### src/design/tps_pkg.sv
// Shared constants and types for the two-tap pitch shifter.
// No dependencies; every module of the block imports this package.
`default_nettype none

package tps_pkg;

    // Width of the signed per-sample delay increment register.
    localparam int INC_WIDTH = 8;

    typedef logic signed [INC_WIDTH-1:0] inc_t;

endpackage

`default_nettype wire

### src/design/tps_mac.sv
// Weighting: both tap products, their sum, then magnitude and clamp for the divider.
// Depends on tps_pkg by house convention; no submodules.
`default_nettype none

module tps_mac import tps_pkg::*;
#(
    parameter int DEPTH_LOG2   = 10,
    parameter int SAMPLE_WIDTH = 16
)
(
    input  wire logic                                   clk,
    input  wire logic                                   rst_n,
    input  wire logic                                   in_valid,
    output logic                                        in_ready,
    input  wire logic signed [SAMPLE_WIDTH-1:0]         in_sample1,
    input  wire logic signed [SAMPLE_WIDTH-1:0]         in_sample2,
    input  wire logic [DEPTH_LOG2+1:0]                  in_weight1,
    input  wire logic [DEPTH_LOG2+1:0]                  in_weight2,
    output logic                                        out_valid,
    input  wire logic                                   out_ready,
    output logic [SAMPLE_WIDTH+DEPTH_LOG2-1:0]          out_mag,
    output logic                                        out_neg
);

    localparam int DW = DEPTH_LOG2 + 2;
    localparam int PW = SAMPLE_WIDTH + DW;
    localparam int SW = PW + 1;
    localparam int AW = SAMPLE_WIDTH + DEPTH_LOG2;
    // Smallest magnitude whose quotient by 2N-1 is exactly 2^(SAMPLE_WIDTH-1); anything
    // above saturates, so clamping here keeps the divider narrow.
    localparam logic [AW-1:0] LIMIT = AW'(0) - (AW'(1) << (SAMPLE_WIDTH - 1));

    logic                 va_reg;
    logic                 vb_reg;
    logic                 vc_reg;
    logic signed [PW-1:0] p1_reg;
    logic signed [PW-1:0] p2_reg;
    logic signed [SW-1:0] sum_reg;
    logic [AW-1:0]        mag_reg;
    logic                 neg_reg;

    logic                 rdy_a;
    logic                 rdy_b;
    logic                 rdy_c;
    logic signed [SW-1:0] mag_full;

    assign rdy_c    = !vc_reg || out_ready;
    assign rdy_b    = !vb_reg || rdy_c;
    assign rdy_a    = !va_reg || rdy_b;
    assign in_ready = rdy_a;

    assign mag_full = sum_reg[SW-1] ? -sum_reg : sum_reg;

    always_ff @(posedge clk or negedge rst_n)
    begin
        if (!rst_n)
        begin
            va_reg <= 1'b0;
            vb_reg <= 1'b0;
            vc_reg <= 1'b0;
        end
        else
        begin
            if (rdy_a)
            begin
                va_reg <= in_valid;
            end
            if (rdy_b)
            begin
                vb_reg <= va_reg;
            end
            if (rdy_c)
            begin
                vc_reg <= vb_reg;
            end
        end
    end

    always_ff @(posedge clk)
    begin
        if (rdy_a)
        begin
            p1_reg <= in_sample1 * $signed({1'b0, in_weight1});
            p2_reg <= in_sample2 * $signed({1'b0, in_weight2});
        end
        if (rdy_b)
        begin
            sum_reg <= SW'(p1_reg) + SW'(p2_reg);
        end
        if (rdy_c)
        begin
            neg_reg <= sum_reg[SW-1];
            if ($unsigned(mag_full) > SW'(LIMIT))
            begin
                mag_reg <= LIMIT;
            end
            else
            begin
                mag_reg <= mag_full[AW-1:0];
            end
        end
    end

    assign out_valid = vc_reg;
    assign out_mag   = mag_reg;
    assign out_neg   = neg_reg;

endmodule

`default_nettype wire

### config.mk
export PLATFORM = sky130hd
export DESIGN_NAME = tps_mac
export DESIGN_NICKNAME = d
export VERILOG_FILES = /design/src/design/tps_pkg.sv /design/src/design/tps_mac.sv
export SDC_FILE = /design/constraint.sdc
export NUM_CORES = 1
export LEC_CHECK = 0
export BUFFER_PORTS_ARGS = -buffer_cell sky130_fd_sc_hd__buf_2
export CORE_ASPECT_RATIO = 0.7
export CORE_UTILIZATION = 62
export CTS_BUF_LIST = sky130_fd_sc_hd__clkbuf_8
export DETAILED_ROUTE_END_ITERATION = 10
export MAX_ROUTING_LAYER = met4
export PLACE_DENSITY = 0.8
export SYNTH_ARGS = -nofsm -noshare
export SYNTH_HDL_FRONTEND = slang
export SYNTH_SLANG_ARGS = --single-unit
### constraint.sdc
create_clock -name clk -period 3.65 [get_ports clk]
set_input_delay 0.1825 -clock clk [delete_from_list [all_inputs] [get_ports clk]]
set_output_delay 0.1825 -clock clk [all_outputs]
set_load 0.005 [all_outputs]
==> results by group <==
GRT
  – First-pass GRT wire length: 82.77 mm
  – Vias in the first global route: 17192
  – Largest net degree at the start of global routing: between 50 and 60
  – GR Util All Layers: 31.99%
  – GRT Residual Overflow: 0
  – Met1 Usage GRT: 43.32%
  – Busiest grt layer: met2
  – GR met3 Demand/Resource: 4.199%
  – Initial antenna violation count: 0
  – Met2 Use GR: 51.67%

Worst setup path
  – Critical path fanouts, max: 5
  – CP cell instances: buf_2, and2_1, fa_1, inv_1, fa_1, inv_1, fa_1, fa_1, inv_1, fa_1, inv_1, ha_4, or3_1, o31a_1, buf_4, a21o_1, a211oi_2, nor2_2, o41ai_2, xnor2_1
  – WP data required: 3830 ps
  – Slowest cell delay on critical path: around 520 ps
  – WS Path Type: primary input to register
  – Critical path endpoint category: register
  – Startpoint types: primary input
  – CP arrival: 5070 ps
  – Slowest cell on crit path: fa_1
  – Most used cell, CP: fa_1

Synth
  – Multiplexer share of the synthesized area: 0.04963%
  – Synthesized net count: 2721
  – Post-Syn Area per Cell: approximately 9.4 sq um
  – Share of the synthesized area in the top cell type: between 30% and 40%
  – Async SR Flop Fraction: 2.609%
  – Primary FF master, synth: edfxtp_1
  – Cell count after synthesis: 2153
  – Post-Synth Adder-Cell Area: between 40 and 50%
  – Post-synthesis xor/xnor area fraction: 4.343%
  – Yosys top cell by area: fa_1
  – Seq cells post-synth: 115
  – Compound-Gate Fraction of Synth Area: 7.482%
  – Largest family of logic cells by synthesized area: adder cells
  – Post-Syn Area: 0.02017 sq mm
  – Synth warn: 0
  – Post-synthesis sequential area ratio: 17.05%
  – Largest cells by area after synthesis: fa_1, edfxtp_1, ha_1, inv_1, and2_1
  – Number of flops mapped to enable cells by yosys: 112
  – Synth unique cells: 73
  – Synth Area in Simple Gates: 15.54%

Floorplan
  – Die X: between 200 and 250 um
  – Cell row count: between 50 and 60
  – I/O Pins: 89
  – Starting Density: 63.92%
  – Core ar.: 0.03155 sq mm
  – Die H: 152.9 um
  – Die area: approximately 0.033 sq mm

Drt
  – Initial DRC count: about 1300
  – Vias per cell: ~5.5
  – WL final: 49.70 mm
  – DR vias: roughly 16000
  – DRT Pass-1 Iters: 9
  – Avg WL per Cell: between 15 and 20 um
  – ANT nets after route: 0
  – Post-route DRC: 0

Finish
  – FILL cells: 1985
  – Synthesis-to-layout area growth: 22.51%
  – Most frequent cells in the layout: inv_1, fa_1, buf_4
  – Max FFs per register: 29
  – Ant. Diodes: 0
  – Share of cells above drive strength 1: 24.33%
  – Commonest non-fill, non-tap cell in the layout: inv_1
  – Final net count: about 3000

Placed design
  – I/O Buffers: 88
  – Pre-CTS setup slack: -1897 ps
  – Routability congestion estimate: 0.9451
  – Post-DP HPWL: around 40 mm

STA
  – Worst Clk Skew: roughly 16 ps
  – Worst slew margin: between 10% and 20%
  – Setup repair after global routing missed its margin: true
  – Final hold violation count: 0
  – Fmax: 0.2043 GHz
  – Final worst slack: -1244 ps
  – Endpoints failing setup: 39
  – Pins Over Slew Limit: 0
  – Slew @ Worst Pin: 1233 ps
  – Tmin final: 4894 ps
  – Final period util: 134.1%

Clock network
  – CTS tree: built
  – H-tree depth: 4
  – Worst skew pair latency: 430 ps
  – Deepest clock path buffer count: 2
  – CTS Sinks: 115
  – Reg clk slew, reported paths: roughly 90 ps
  – Root buffer cell: clkbuf_8
  – Cts bufs inserted: 17

Worst hold path
  – Worst hold path type: primary input to asynchronous set/reset pin

Run status
  – Failing checks: negative setup slack
  – Run status: complete, but fails checks

Flow run
  – Max Cap Viol: 0
cell type report:
type | instances | area, sq um | share of cell area, %
well taps | 420 | 525.5 | 2.127
flip-flops and latches | 115 | 3438 | 13.92
clock inverters | 15 | 192.7 | 0.7798
clock buffers | 17 | 234.0 | 0.9469
repair buffers | 382 | 3063 | 12.40
inverters | 515 | 1933 | 7.824
multi-input cells | 1455 | 15320 | 62.01
metrics by stage:
| step | area, sq um | hold WS, ps | cells | TNS [ps] | utilization, % |
|---|---|---|---|---|---|
| after global routing | 24710 | 76.31 | 2919 | -36510 | 78.31 |
| final | 24710 | 59.68 | 2919 | -31930 | 78.31 |
| after global placement | 23140 | -21.36 | 2851 | -49590 | 73.35 |
| after CTS | 24380 | 41.49 | 2908 | -29200 | 77.27 |
| after detailed placement | 23140 | -18.12 | 2851 | -54390 | 73.35 |
| after floorplan | 20660 | -113.1 | 2153 | -36370 | - |
worst max-delay path: cells and delay by family:
| family | cells | cell delay [ps] |
|---|---|---|
| buffers and inverters | 6 | 540 |
| XOR/XNOR | 1 | 120 |
| adder cells (fa/ha/maj) | 6 | 2570 |
| AO/OA/AOI/OAI | 4 | 1070 |
| AND/OR/NAND/NOR | 3 | 580 |
cells by family (layout without fill, tap and decap cells):
group / after synthesis / after routing
AO/OA/AOI/OAI: 230 / 230
XOR/XNOR: 100 / 100
adder cells (fa/ha/maj): 508 / 508
buffers and inverters: 583 / 929
flip-flops: 115 / 115
multiplexers: 1 / 1
AND/OR/NAND/NOR: 616 / 616
path summary, 6_finish.rpt:
path,from,to,slack [ps],depth (start not counted)
max,in_sample2[9],p2_reg[18],-1240,20
min,rst_n,out_valid,60,2
max reg2reg,p2_reg[0],sum_reg[28],360,11
min reg2reg,va_reg,vb_reg,500,1
max in group asynchronous,rst_n,va_reg,3480,2
min in group clk,in_weight1[1],p1_reg[1],250,3
synthesized netlist by cell type, types with 10 or more instances:
master and n:
xor2_1 34, ha_1 157, nor3_1 22, a31oi_1 11, inv_1 514, a211oi_1 12, a21o_1 17, or3_1 10
nor2_2 10, edfxtp_1 112, o21a_1 13, nor2_1 50, nand2b_1 11, clkbuf_1 61, nand3_1 15, xnor2_1 66
fa_1 351, a21oi_1 68, o31ai_1 11, and3_1 13, and2_1 202, nand2_1 239, o21ai_0 37
metal layers:
layer | vias to the layer above | wire [um]
met5 | - | 0
met4 | 0 | 1073
met3 | 103 | 3468
met2 | 655 | 24170
met1 | 7955 | 20990
li1 | 7303 | -
repair_timing:
item                                    CTS  global route
buffers inserted                         24            19
resized for setup                       174            62
pin swaps                                96            59
hold endpoints to repair                  4             0
endpoints found under the setup margin   39            39
cloned                                    1             0
hold buffers                              2             0
Power is left out: the tool's default activity adds up to more than one toggle a clock period on the data nets, which glitch-free logic cannot reach.
