===== src/design/tps_pkg.sv =====
// Shared constants and types for the two-tap pitch shifter.
// No dependencies; every module of the block imports this package.
`default_nettype none

package tps_pkg;

    // Width of the signed per-sample delay increment register.
    localparam int INC_WIDTH = 8;

    typedef logic signed [INC_WIDTH-1:0] inc_t;

endpackage

`default_nettype wire


===== src/design/tps_div.sv =====
// Division of the clamped magnitude by 2N-1, sign restore and saturation.
// Depends on tps_pkg by house convention; no submodules.
`default_nettype none

module tps_div import tps_pkg::*;
#(
    parameter int DEPTH_LOG2   = 10,
    parameter int SAMPLE_WIDTH = 16
)
(
    input  wire logic                                  clk,
    input  wire logic                                  rst_n,
    input  wire logic                                  in_valid,
    output logic                                       in_ready,
    input  wire logic [SAMPLE_WIDTH+DEPTH_LOG2-1:0]    in_mag,
    input  wire logic                                  in_neg,
    output logic                                       out_valid,
    input  wire logic                                  out_ready,
    output logic [SAMPLE_WIDTH-1:0]                    out_sample
);

    localparam int K    = DEPTH_LOG2 + 1;
    localparam int AW   = SAMPLE_WIDTH + DEPTH_LOG2;
    localparam int SW   = SAMPLE_WIDTH;
    // Each folding step shrinks the remainder by about K-1 bits; two more steps bring
    // it to at most 2^K, where a single compare finishes the quotient.
    localparam int ITER = (AW + K - 2) / (K - 1) + 2;
    localparam logic [AW-1:0] DIVISOR = (AW'(1) << K) - AW'(1);
    localparam logic [AW-1:0] LOW_MASK = DIVISOR;
    localparam logic [SW-1:0] SAT_MAX  = {1'b0, {(SW-1){1'b1}}};

    logic          v_reg   [0:ITER-1];
    logic [SW-1:0] q_reg   [0:ITER-1];
    logic [AW-1:0] r_reg   [0:ITER-1];
    logic          neg_reg [0:ITER-1];
    logic          vf_reg;
    logic [SW-1:0] qf_reg;
    logic          negf_reg;
    logic          vo_reg;
    logic [SW-1:0] out_reg;

    logic          rdy      [0:ITER-1];
    logic [SW-1:0] q_src    [0:ITER-1];
    logic [AW-1:0] r_src    [0:ITER-1];
    logic          neg_src  [0:ITER-1];
    logic          v_src    [0:ITER-1];
    logic [SW-1:0] q_step   [0:ITER-1];
    logic [AW-1:0] r_step   [0:ITER-1];
    logic          rdy_f;
    logic          rdy_o;

    assign rdy_o    = !vo_reg || out_ready;
    assign rdy_f    = !vf_reg || rdy_o;
    assign in_ready = rdy[0];

    // Each step keeps mag = q * (2^K - 1) + r and folds the bits of r above K back
    // into the low part, since 2^K is one more than the divisor.
    always_comb
    begin
        for (int i = 0; i < ITER; i++)
        begin
            if (i == 0)
            begin
                q_src[i]   = '0;
                r_src[i]   = in_mag;
                neg_src[i] = in_neg;
                v_src[i]   = in_valid;
            end
            else
            begin
                q_src[i]   = q_reg[i-1];
                r_src[i]   = r_reg[i-1];
                neg_src[i] = neg_reg[i-1];
                v_src[i]   = v_reg[i-1];
            end
            q_step[i] = q_src[i] + SW'(r_src[i] >> K);
            r_step[i] = (r_src[i] & LOW_MASK) + (r_src[i] >> K);
        end
    end

    // Ready runs backward from the output, so the chain is built from the last stage.
    always_comb
    begin
        for (int i = ITER - 1; i >= 0; i--)
        begin
            if (i == ITER - 1)
            begin
                rdy[i] = !v_reg[i] || rdy_f;
            end
            else
            begin
                rdy[i] = !v_reg[i] || rdy[i+1];
            end
        end
    end

    always_ff @(posedge clk or negedge rst_n)
    begin
        if (!rst_n)
        begin
            for (int i = 0; i < ITER; i++)
            begin
                v_reg[i] <= 1'b0;
            end
            vf_reg <= 1'b0;
            vo_reg <= 1'b0;
        end
        else
        begin
            for (int i = 0; i < ITER; i++)
            begin
                if (rdy[i])
                begin
                    v_reg[i] <= v_src[i];
                end
            end
            if (rdy_f)
            begin
                vf_reg <= v_reg[ITER-1];
            end
            if (rdy_o)
            begin
                vo_reg <= vf_reg;
            end
        end
    end

    always_ff @(posedge clk)
    begin
        for (int i = 0; i < ITER; i++)
        begin
            if (rdy[i])
            begin
                q_reg[i]   <= q_step[i];
                r_reg[i]   <= r_step[i];
                neg_reg[i] <= neg_src[i];
            end
        end
        if (rdy_f)
        begin
            negf_reg <= neg_reg[ITER-1];
            if (r_reg[ITER-1] >= DIVISOR)
            begin
                qf_reg <= q_reg[ITER-1] + 1'b1;
            end
            else
            begin
                qf_reg <= q_reg[ITER-1];
            end
        end
        if (rdy_o)
        begin
            // The quotient never exceeds 2^(SW-1): negated it is the most negative
            // sample, positive it saturates to the largest one.
            if (negf_reg)
            begin
                out_reg <= SW'(~qf_reg + 1'b1);
            end
            else if (qf_reg[SW-1])
            begin
                out_reg <= SAT_MAX;
            end
            else
            begin
                out_reg <= qf_reg;
            end
        end
    end

    assign out_valid  = vo_reg;
    assign out_sample = out_reg;

endmodule

`default_nettype wire

===== config.mk =====
export PLATFORM = sky130hd
export DESIGN_NAME = tps_div
export DESIGN_NICKNAME = d
export VERILOG_FILES = /design/src/design/tps_pkg.sv /design/src/design/tps_div.sv
export SDC_FILE = /design/constraint.sdc
export NUM_CORES = 1
export LEC_CHECK = 0
export BUFFER_PORTS_ARGS = -buffer_cell sky130_fd_sc_hd__buf_4
export CORE_MARGIN = 1.5
export CORE_UTILIZATION = 25
export CTS_BUF_LIST = sky130_fd_sc_hd__clkbuf_16
export DETAILED_ROUTE_END_ITERATION = 10
export PLACE_DENSITY_LB_ADDON = 0.12
export SLEW_MARGIN = 20
export SYNTH_ARGS = -nofsm -noshare
export SYNTH_HDL_FRONTEND = slang
export SYNTH_SLANG_ARGS = --single-unit
export TNS_END_PERCENT = 20

===== constraint.sdc =====
create_clock -name clk -period 3.9 [get_ports clk]
set_clock_uncertainty 0.1 [all_clocks]
set_input_delay 0.195 -clock clk [delete_from_list [all_inputs] [get_ports clk]]
set_output_delay 0.195 -clock clk [all_outputs]
set_load 0.01 [all_outputs]

==> flow_summary_export.csv <==
group,metric,value,unit
clocking,numCtsBuffers,17,
grt,antenna_found_initial,0,
timing,relSlewSlack,34.5,%
placed_design,place_hpwl,11800,µm
yosys,ys_seq_area_share,62.8,%
die,dieHeight,192,µm
run,cap_violations,0,
detailed_routing,routed_wl,15300,µm
detailed_routing,remaining_drc_errors,0,
grt,grt_max_degree,35,
finish,drive_above_1_share,12.2,%
yosys,netlist_area,0.00894,mm²
clocking,clockBufferDepth,2,
finish,post-route-util,30.1,%
yosys,synth_warnings,0,
detailed_routing,vias,5191,
worst_setup_path,cp-end-kind,"output port",
power,power_density,588,mW/mm²
yosys,postSynth.asyncResetShare,3.72,%
detailed_routing,via_per_inst,4.19,
grt,grt_pass1_wl,25700,µm
clocking,ctsResizeCount,0,
worst_setup_path,startpoint_type,"flip-flop",
finish,fillers,3556,
power,p_leak,3.89,nW
grt,grt_pass1_vias,5386,
worst_setup_path,cp.required,3.61,ns
timing,setup_tns,0,ns
placed_design,place_congestion,0.805,
placed_design,port_buffers,48,
clocking,cts-root-buf,"clkbuf_16",
finish,n_antenna_cell,0,
finish,largest_reg_flops,79,
clocking,ctsHoldBuffers,19,
die,fp-row-count,69,
yosys,synth_edf_count,181,
clocking,cts_sinks,188,
detailed_routing,wl_per_cell,12.4,µm
clocking,post-cts-setup-buffers,0,
die,start_util,25.2,%
min_path,hp-class,"in2async",
clocking,cts_tree,"built",
clocking,h-tree-depth,4,
die,chipWidth,192,µm
yosys,syn_nets,751,
worst_setup_path,critPathKind,"reg2out",
timing,slew_viol_final,0,
timing,period_needed,2.97,ns
die,core_area,0.0354,mm²
yosys,syn_inst,682,
detailed_routing,final_antenna_net_count,0,
timing,finalSetupViolCount,0,
outcome,status,"complete, no violations",
yosys,synth_top_area_share,60.8,%
worst_setup_path,crit_fanout,34,
detailed_routing,drt_iter0_markers,195,
clocking,clock_latency,0.42,ns
timing,hold_violations,0,
die,ioPinCount,49,
finish,synthToLayoutAreaGrowth,19.2,%
grt,grt_overflow,0,
clocking,clk_pin_slew,0.07,ns
timing,setup_slack,0.928,ns
finish,final_nets,835,
yosys,synth_area_leaders,"edfxtp_1 61%, xnor2_1 7.4%, ha_1 4.9%",
timing,max_freq,0.336,GHz
timing,rsz0062_at_grt,"no",
die,die_area,0.0369,mm²
yosys,synth-seq-cells,188,
yosys,synth_top_area_cell,"edfxtp_1",
grt,grtUsageTotal,8.78,%
worst_setup_path,arrival,2.68,ns
timing,tightest_slew,0.976,ns
timing,finalCritPeriodShare,76.2,%
detailed_routing,first_pass_iters,4,
power,ir_drop,0.000289,V
yosys,ys.flop_type,"edfxtp_1",
yosys,synth_cell_types,47,
yosys,avgSynthCellArea,13.1,µm²
placed_design,pre_cts_ws,1.30,ns
==> power breakdown <==
| group | switching (mW) | internal, mW | leakage (nW) | total [mW] |
|---|---|---|---|---|
| Combinational | 0.562 | 0.546 | 1.67 | 1.11 |
| Clock | 0.768 | 0.905 | 0.285 | 1.67 |
| Sequential | 0.458 | 3.02 | 1.94 | 3.48 |
==> layer usage <==
metal	vias up	GRT usage, %	routed length [µm]
met4	0	2.50	155
met3	9	2.34	453
met5	-	0	0
li1	2694	-	-
met2	67	16.9	8150
met1	2421	9.29	6570
==> path summary, 6_finish.rpt <==
check,from,end,slack (ns),depth (start not counted)
worst min-delay path,rst_n,v_reg[4],0.03,2
max in group asynchronous,rst_n,out_valid,3.53,2
worst min register to register,neg_reg[4],negf_reg,0.32,0
min in group clk,in_mag[1],r_reg[0][1],0.08,2
worst max-delay path,out_valid,in_ready,0.93,5
worst max register to register,out_valid,q_reg[0][47],1.26,4
==> layout make-up <==
type,instances,area (µm²),share of cell area (%)
clock inverters,15,151,1.42
inverters,20,75.1,0.705
multi-input cells,469,3240,30.4
flip-flops and latches,188,5610,52.7
clock buffers,17,425,3.99
repair buffers,70,573,5.38
well taps,461,577,5.42
==> through the flow <==
| stage | power (mW) | instances | instance area [µm²] | hold slack (ns) |
|---|---|---|---|---|
| finish | 6.26 | 1240 | 10600 | 0.0313 |
| global route | 6.67 | 1240 | 10600 | 0.0255 |
| CTS | 6.36 | 1240 | 10600 | 0.0216 |
| detailed placement | 4.64 | 1189 | 9880 | -0.0710 |
| global placement | 4.61 | 1189 | 9880 | -0.0729 |
| floorplan | 4.22 | 682 | 8940 | -0.201 |
==> worst max-delay path: stages, from the launching register on <==
cell	delay [ns]
dfrtp_1	0.34
nor2b_1	0.27
nand3_1	0.14
nor2_1	0.34
nand3_2	0.71
buf_4	0.42
==> layout by cell type, fill, tap and decap left out, types with 17 or more instances in the layout <==
cell type        n
a21oi_1         23
and3_1          22
buf_4           51
clkbuf_16       17
dlygate4sd3_1   19
edfxtp_1       181
ha_1            35
inv_1           19
nand2_1         50
nand3_1         47
nand4_1         19
nor2_1          47
o21ai_0         17
xnor2_1         76
xor2_1          42
==> cells by family after synthesis <==
group,synth area share [%]
buffers and inverters,1.05
adder cells (fa/ha/maj),5.57
AND/OR/NAND/NOR,13.4
AO/OA/AOI/OAI,5.53
flip-flops,62.8
XOR/XNOR,11.6
multiplexers,0.126
==> cell usage after synthesis (3+ instances only) <==
cell        n
nand2b_1    9
nor2b_1     5
nand4_1    19
and4_1      6
xor2_1     42
nor2_1     47
nand3_1    48
nor4_1      3
nand2_1    50
ha_1       35
xnor2_1    76
a21oi_1    23
clkbuf_1    4
and3_1     22
o22a_1      5
dfrtp_1     7
or2_2       3
a31oi_1     9
a211oi_1    4
fa_1        3
o41ai_1     3
a21o_1      4
edfxtp_1  181
o21ai_0    17
a21boi_0    3
inv_1      20
nor3_1     12
(Power assumes the default switching activity.)
